==> src/design/owsl_pkg.sv <==
// ----------------------------------------------------------------------------
// owsl_pkg
// Shared constants, register codes and pipeline flag type for the omni wheel
// speed limiter.
// ----------------------------------------------------------------------------
`default_nettype none

package owsl_pkg;

  localparam int VEL_WIDTH_DEF  = 16;
  localparam int LIMIT_WIDTH    = 15;
  localparam int RADIUS_WIDTH   = 16;
  localparam int CFG_DATA_WIDTH = 16;
  localparam int WHEEL_WIDTH    = 16;
  localparam int CONST_WIDTH    = 16;

  // Q.16 wheel sums; half of vx is a shift by 15, Q8.8 radius product by 8
  localparam int FRAC_BITS    = 16;
  localparam int HALF_SHIFT   = 15;
  localparam int RADIUS_SHIFT = 8;
  // magnitude bits of a wheel sum above the velocity width
  localparam int HEAD_BITS    = 24;

  // input reg, multiply, sum, abs, max, limit compare
  localparam int FRONT_STAGES = 6;

  localparam logic [LIMIT_WIDTH-1:0]  LIMIT_RESET    = 15'd8500;
  localparam logic [RADIUS_WIDTH-1:0] RADIUS_RESET   = 16'd256;
  localparam logic [CONST_WIDTH-1:0]  SQRT3_HALF_Q16 = 16'd56756;

  typedef enum logic {
    CFG_MAX_SPEED = 1'b0,
    CFG_RADIUS    = 1'b1
  } cfg_idx_e;

  typedef struct packed {
    logic       scaled;
    logic [2:0] neg;
  } owsl_flags_t;

endpackage

`default_nettype wire

==> src/design/owsl_div_step.sv <==
// ----------------------------------------------------------------------------
// owsl_div_step
// One registered step of the scaling divider, three lanes: folds in one
// limit bit and produces one radix-2 quotient digit (0..2) per lane.
// ----------------------------------------------------------------------------
`default_nettype none

module owsl_div_step #(
  parameter int MW = owsl_pkg::VEL_WIDTH_DEF + owsl_pkg::HEAD_BITS
) (
  input  logic                                    clk_i,
  input  logic                                    en_i,
  input  logic                                    lim_bit_i,
  input  logic [MW-1:0]                           divisor_i,
  input  logic [2:0][MW-1:0]                      mag_i,
  input  logic [2:0][MW-1:0]                      rem_i,
  input  logic [2:0][owsl_pkg::LIMIT_WIDTH-1:0]   quo_i,
  input  owsl_pkg::owsl_flags_t                   flags_i,
  output logic [MW-1:0]                           divisor_o,
  output logic [2:0][MW-1:0]                      mag_o,
  output logic [2:0][MW-1:0]                      rem_o,
  output logic [2:0][owsl_pkg::LIMIT_WIDTH-1:0]   quo_o,
  output owsl_pkg::owsl_flags_t                   flags_o
);

  import owsl_pkg::*;

  localparam int TW = MW + 2;

  logic [TW-1:0]                   c1;
  logic [TW-1:0]                   c2;
  logic [2:0][TW-1:0]              t;
  logic [2:0][TW-1:0]              rt;
  logic [2:0][1:0]                 dig;
  logic [2:0][MW-1:0]              rem_d;
  logic [2:0][LIMIT_WIDTH-1:0]     quo_d;

  always_comb begin
    c1 = {2'b00, divisor_i};
    c2 = {1'b0, divisor_i, 1'b0};
    for (int i = 0; i < 3; i++) begin
      t[i] = {1'b0, rem_i[i], 1'b0} + (lim_bit_i ? {2'b00, mag_i[i]} : {TW{1'b0}});
      if (t[i] >= c2) begin
        rt[i]  = t[i] - c2;
        dig[i] = 2'd2;
      end else if (t[i] >= c1) begin
        rt[i]  = t[i] - c1;
        dig[i] = 2'd1;
      end else begin
        rt[i]  = t[i];
        dig[i] = 2'd0;
      end
      rem_d[i] = rt[i][MW-1:0];
      quo_d[i] = {quo_i[i][LIMIT_WIDTH-2:0], 1'b0} + LIMIT_WIDTH'(dig[i]);
    end
  end

  always_ff @(posedge clk_i) begin
    if (en_i) begin
      divisor_o <= divisor_i;
      mag_o     <= mag_i;
      rem_o     <= rem_d;
      quo_o     <= quo_d;
      flags_o   <= flags_i;
    end
  end

endmodule

`default_nettype wire

==> config.mk <==
export PLATFORM = sky130hd
export DESIGN_NAME = owsl_div_step
export DESIGN_NICKNAME = d
export VERILOG_FILES = /design/src/design/owsl_pkg.sv /design/src/design/owsl_div_step.sv
export SDC_FILE = /design/constraint.sdc
export NUM_CORES = 1
export LEC_CHECK = 0
export BUFFER_PORTS_ARGS = -buffer_cell sky130_fd_sc_hd__buf_2
export CORE_AREA = 2 2 327 296
export CTS_CLUSTER_DIAMETER = 30
export CTS_CLUSTER_SIZE = 28
export DETAILED_ROUTE_END_ITERATION = 8
export DIE_AREA = 0 0 329 298
export GPL_TIMING_DRIVEN = 0
export SLEW_MARGIN = 30
export SYNTH_ARGS = -nofsm -noshare
export SYNTH_HDL_FRONTEND = slang
export SYNTH_SLANG_ARGS = --single-unit
==> constraint.sdc <==
create_clock -name clk_i -period 7.5 [get_ports clk_i]
set_clock_uncertainty 0.2 [all_clocks]
set_input_delay 1.125 -clock clk_i [delete_from_list [all_inputs] [get_ports clk_i]]
set_output_delay 1.125 -clock clk_i [all_outputs]
set_load 0.02 [all_outputs]
Word-level counts from Yosys, hierarchy flattened
Index checks and enable logic that the tools add are counted.

Register bits: 329. Output and inout port bits: 329. Input bits: 332. Logic and storage cells: 45.

Muxes and demuxes: 15. $add $sub $neg: 12. $lt $le $gt $ge: 6.

Operator list (number): $mux 40 (9); $sub 40x40->40 (6); $add 41x40->42 (3); $ge 42x40->1 (3); $ge 42x41->1 (3); $add 15x2->15 (3); $mux 2 (3); $mux 1 (3).

Depth between registers and ports, before layout
Depth in word-level cells: 6. Gate-level depth with buffers: 32. Mapped depth without buffers: 28.

Worst setup path after synthesis
OpenSTA, ideal clock, no wires.

Kind: input-to-reg. From: input port lim_bit_i. To: register quo_o[39] (netlist bit) (data pin). Setup time: 258 ps. Arrival time: 6757 ps. Data required time: 7042 ps. Buffers on the path: 4. Stages: 28. Path slack: 286 ps. Cells stage by stage: clkbuf_1 -> clkbuf_1 -> and2_1 -> ha_1 -> inv_1 -> fa_1 -> nand2b_1 -> a21o_1 -> a21oi_1 -> o311ai_2 -> o311ai_1 -> a31oi_1 -> nand2b_1 -> a221o_1 -> ha_1 -> a21o_1 -> a21o_1 -> a21o_1 -> o2111a_1 -> a21oi_1 -> inv_1 -> buf_2 -> buf_2 -> ha_1 -> ha_1 -> and3_1 -> nand3_1 -> xnor2_1.

RTL lines: start, declared (line owsl_div_step.sv:13) `input logic lim_bit_i,`; end signal, assigned (line owsl_div_step.sv:63) `quo_o <= quo_d;`; end, declared (line owsl_div_step.sv:22) `output logic [2:0][owsl_pkg::LIMIT_WIDTH-1:0] quo_o,`.

==> impl_results.md <==
* Clk Tree Root Cell: sky130_fd_sc_hd__clkbuf_16
* Critical path data arrival time at about 7.7 ns
* Area grow syn2layout at 26.05%
* Synthesized instance count at between 3000 and 4000
* Classification of the worst-slack hold path: in2reg
* Fin crit period at 7.460 ns
* Final Cell Area at 41500 um^2
* Initial standard-cell utilization of the core at 34.88%
* Synth warn at 0
* Number of CTS-inserted buffers at 81
* Critical-path maximum fanout at 10
* Count of boundary I/O pins at ~660
* Data required time at the worst endpoint at 7.72 ns
* # Max-Cap Violations at 0
* Number of nets in the finished design at 5223
* Most repeated library cell on the critical path: sky130_fd_sc_hd__ha_1
* IR drop worst, VDD at 185.0 uV
* Row count at 107
* Delay of the slowest critical-path stage at 0.43 ns
* Port Buf Inserts at 657
* Run status: finished, final reports clean
* Via count of the routed design at between 30000 and 40000
* Hold-fix buffers at CTS at 0
* Maximum number of pins on one net before global-route repair at 78
* Mean instance size in the synthesized netlist at between 8 and 9 um^2
* Capturing element type of the critical path: register
* Detailed Routing Iterations Pass 1 at 6
* Iteration-0 DRC Markers at ~3100
* Commonest non-fill, non-tap cell in the layout: sky130_fd_sc_hd__buf_2
* Category of the most critical setup path: in2reg
* Most instantiated flip-flop cell in the synthesis netlist: sky130_fd_sc_hd__edfxtp_1
* Post-synthesis cell type count at 90
* CTS tree: done
* Cell area reported after detailed placement at roughly 38000 um^2
* Horizontal extent of the die at about 330 um
* Highest clock rate at 0.1340 GHz
* Via density per instance at 5.701
* Routed length per instance at 22.84 um
* Weighted congestion reported at the end of routability-driven placement at 0.9897
* Die Y at 298 um
* Hold EP: flags_o[0]
* Transition time at the pin with the least slew margin at 0.9509 ns
* Number of global-route vias before repair at a little over 30000
* Final standard cell utilization of the core at between 40% and 50%
* Synth async-reset ratio at 0%
* Final Max Slew Viols at 0
* Total die area at 98040 um^2
* Relative slew margins at 36.54%
* Power after layout at 12080 uW
* CTS clock-pin slew for the worst setup and hold paths at 0.05 ns
* Remaining number of nets flagged by the antenna check after routing at 0
* Hold Crit Start: flags_i[0]
* Post-Synthesis Cell Area at roughly 33000 um^2
* Static Leakage at about 0.018 uW
* Post-detailed-routing wire length at between 100000 and 150000 um
* Fraction of layout instances using a drive strength above 1 at around 21%
* Std-Cell Core Area at 94380 um^2
* Setup-failing EPs final at 0
* RSZ-0062 raised after global routing: true
* Final HPWL from detailed placement at ~110000 um
* Overflow after GRT at 0
* Worst hold path depth at 1
* Most frequent cells in the layout: sky130_fd_sc_hd__buf_2, sky130_fd_sc_hd__ha_1, sky130_fd_sc_hd__a21oi_1, sky130_fd_sc_hd__edfxtp_1, sky130_fd_sc_hd__nand2_1
* Pwr/cell area at approximately 290 nW/um^2
* Global-route wire length before repair at 192500 um
* Buffer depth of the longest clock path at 3
* Deepest level of the CTS H-tree at 3
* Final clock period utilization by the worst path at between 90 and 100%
* Initial antenna violation count at 15
* Max stage delay cell, worst path: sky130_fd_sc_hd__ha_1
* Remaining routing DRC violations at 0
* Post-synthesis net count at 4464
* Clock sink total at 329
* Seq/Total Area, Yosys at ~30%
* All-layer global routing usage at 25.93%
* Synthesis-stage register bit count at 329
* Final Hold Fails at 0
* Number of flops mapped to enable cells by yosys at 329
* Filler Cell Count at 9388
* Hold Slack at between 0.4 and 0.5 ns
* Type of element launching the critical path: primary input
## logic make-up after synthesis
logic type | share of synthesized area, %
AND/OR/NAND/NOR | 17.93
adder cells (fa/ha/maj) | 14.34
AO/OA/AOI/OAI | 24.27
flip-flops | 30.01
XOR/XNOR | 8.753
multiplexers | 1.323
buffers and inverters | 3.375
## layout make-up
type	count	area, um^2	area share (%)
multi-input combinational	3148	22440	54.08
sequential	329	9879	23.81
timing repair buffer	681	3558	8.575
clock buffer	96	2105	5.071
tap	1253	1568	3.778
clock inverter	51	699.4	1.685
buffer	125	665.6	1.604
inverter	153	574.3	1.384
antenna	3	7.507	0.01809
## critical path, delay by kind of cell
kind	cells	cell delay (ns)
and+or+nand+nor	11	2.00
adders and majority gates	4	1.27
AOI/OAI and AO/OA	7	1.52
buffers and inverters	7	1.21
xor gates and xnor gates	2	0.53
## routing by layer
| metal | part of all wire (%) | vias up | track usage, % |
|---|---|---|---|
| met5 | 0.052 | - | 0 |
| met4 | 4.2 | 12 | 9.915 |
| met3 | 8.6 | 269 | 5.147 |
| met2 | 44 | 1548 | 41.12 |
| met1 | 43 | 15670 | 34.60 |
| li1 | - | 15790 | - |
## state kept, by name (all words and copies together), names as in the netlist
signal     count
rem_o        120
divisor_o     40
mag_o        120
flags_o        4
quo_o         45
## Yosys cell counts (9+ instances only)
library cell	n	share of area, %
sky130_fd_sc_hd__edfxtp_1	329	30
sky130_fd_sc_hd__nand2_1	302	3.4
sky130_fd_sc_hd__a22oi_1	12	0.27
sky130_fd_sc_hd__a311oi_1	12	0.32
sky130_fd_sc_hd__ha_1	363	14
sky130_fd_sc_hd__o21a_1	50	1.1
sky130_fd_sc_hd__nand4_1	105	2.0
sky130_fd_sc_hd__o31ai_1	34	0.78
sky130_fd_sc_hd__o21ai_0	211	3.2
sky130_fd_sc_hd__o211ai_1	54	1.2
sky130_fd_sc_hd__a31oi_1	54	1.0
sky130_fd_sc_hd__o311ai_0	35	0.93
sky130_fd_sc_hd__and4_1	14	0.37
sky130_fd_sc_hd__or2_2	10	0.19
sky130_fd_sc_hd__a21oi_1	366	5.6
sky130_fd_sc_hd__a21boi_0	18	0.41
sky130_fd_sc_hd__a211o_1	13	0.35
sky130_fd_sc_hd__a21o_1	139	3.2
sky130_fd_sc_hd__a211oi_1	43	0.98
sky130_fd_sc_hd__nor2_1	227	2.6
sky130_fd_sc_hd__o31a_1	11	0.29
sky130_fd_sc_hd__nand3_1	132	2.0
sky130_fd_sc_hd__nor4_1	19	0.36
sky130_fd_sc_hd__mux2i_1	39	1.2
sky130_fd_sc_hd__buf_2	21	0.32
sky130_fd_sc_hd__o21bai_1	49	1.1
sky130_fd_sc_hd__and3_1	48	0.91
sky130_fd_sc_hd__fa_1	9	0.55
sky130_fd_sc_hd__clkbuf_1	102	1.2
sky130_fd_sc_hd__a221oi_1	11	0.29
sky130_fd_sc_hd__xnor2_1	219	5.8
sky130_fd_sc_hd__nor3_1	70	1.1
sky130_fd_sc_hd__and2_1	132	2.5
sky130_fd_sc_hd__xor2_1	110	2.9
sky130_fd_sc_hd__nor2b_1	39	0.74
sky130_fd_sc_hd__nand2b_1	37	0.70
sky130_fd_sc_hd__inv_1	151	1.7
sky130_fd_sc_hd__or3_1	20	0.38
## report_power, final
| part | total (uW) | leakage, uW | switching [uW] | internal [uW] |
|---|---|---|---|---|
| logic | 5900 | 0.0133 | 3800 | 2100 |
| registers | 2600 | 0.00322 | 102 | 2500 |
| clock network | 3580 | 0.00133 | 1190 | 2390 |
| total | 12100 | 0.0179 | 5090 | 6990 |
## what timing repair did
action / 4_1_cts / 5_1_grt
resized for setup: 86 / 83
setup buffers: 11 / 8
cloned: 0 / 0
endpoints found under the setup margin: 165 / 146
hold endpoints to repair: 0 / 0
pin swaps: 10 / 10
## per-stage QoR
stage | setup WS (ns) | std cells | TNS, ns
floorplan | 0.2858 | 3760 | 0
global placement | -4.059 | 5670 | -480.29
detailed placement | -2.738 | 5675 | -325.33
CTS | 0.007105 | 5830 | 0
global route | -0.1809 | 5836 | -3.840
finish | 0.03991 | 5839 | 0
## worst max-delay path by stage
stage | startpoint | end | slack [ns]
global placement | lim_bit_i | quo_o[9] | -4.06
detailed placement | lim_bit_i | quo_o[9] | -2.74
global route | lim_bit_i | rem_o[113] | -0.18
finish | lim_bit_i | quo_o[26] | 0.04
floorplan | lim_bit_i | quo_o[39] | 0.29
CTS | lim_bit_i | quo_o[9] | 0.007
(Power assumes the default switching activity.)
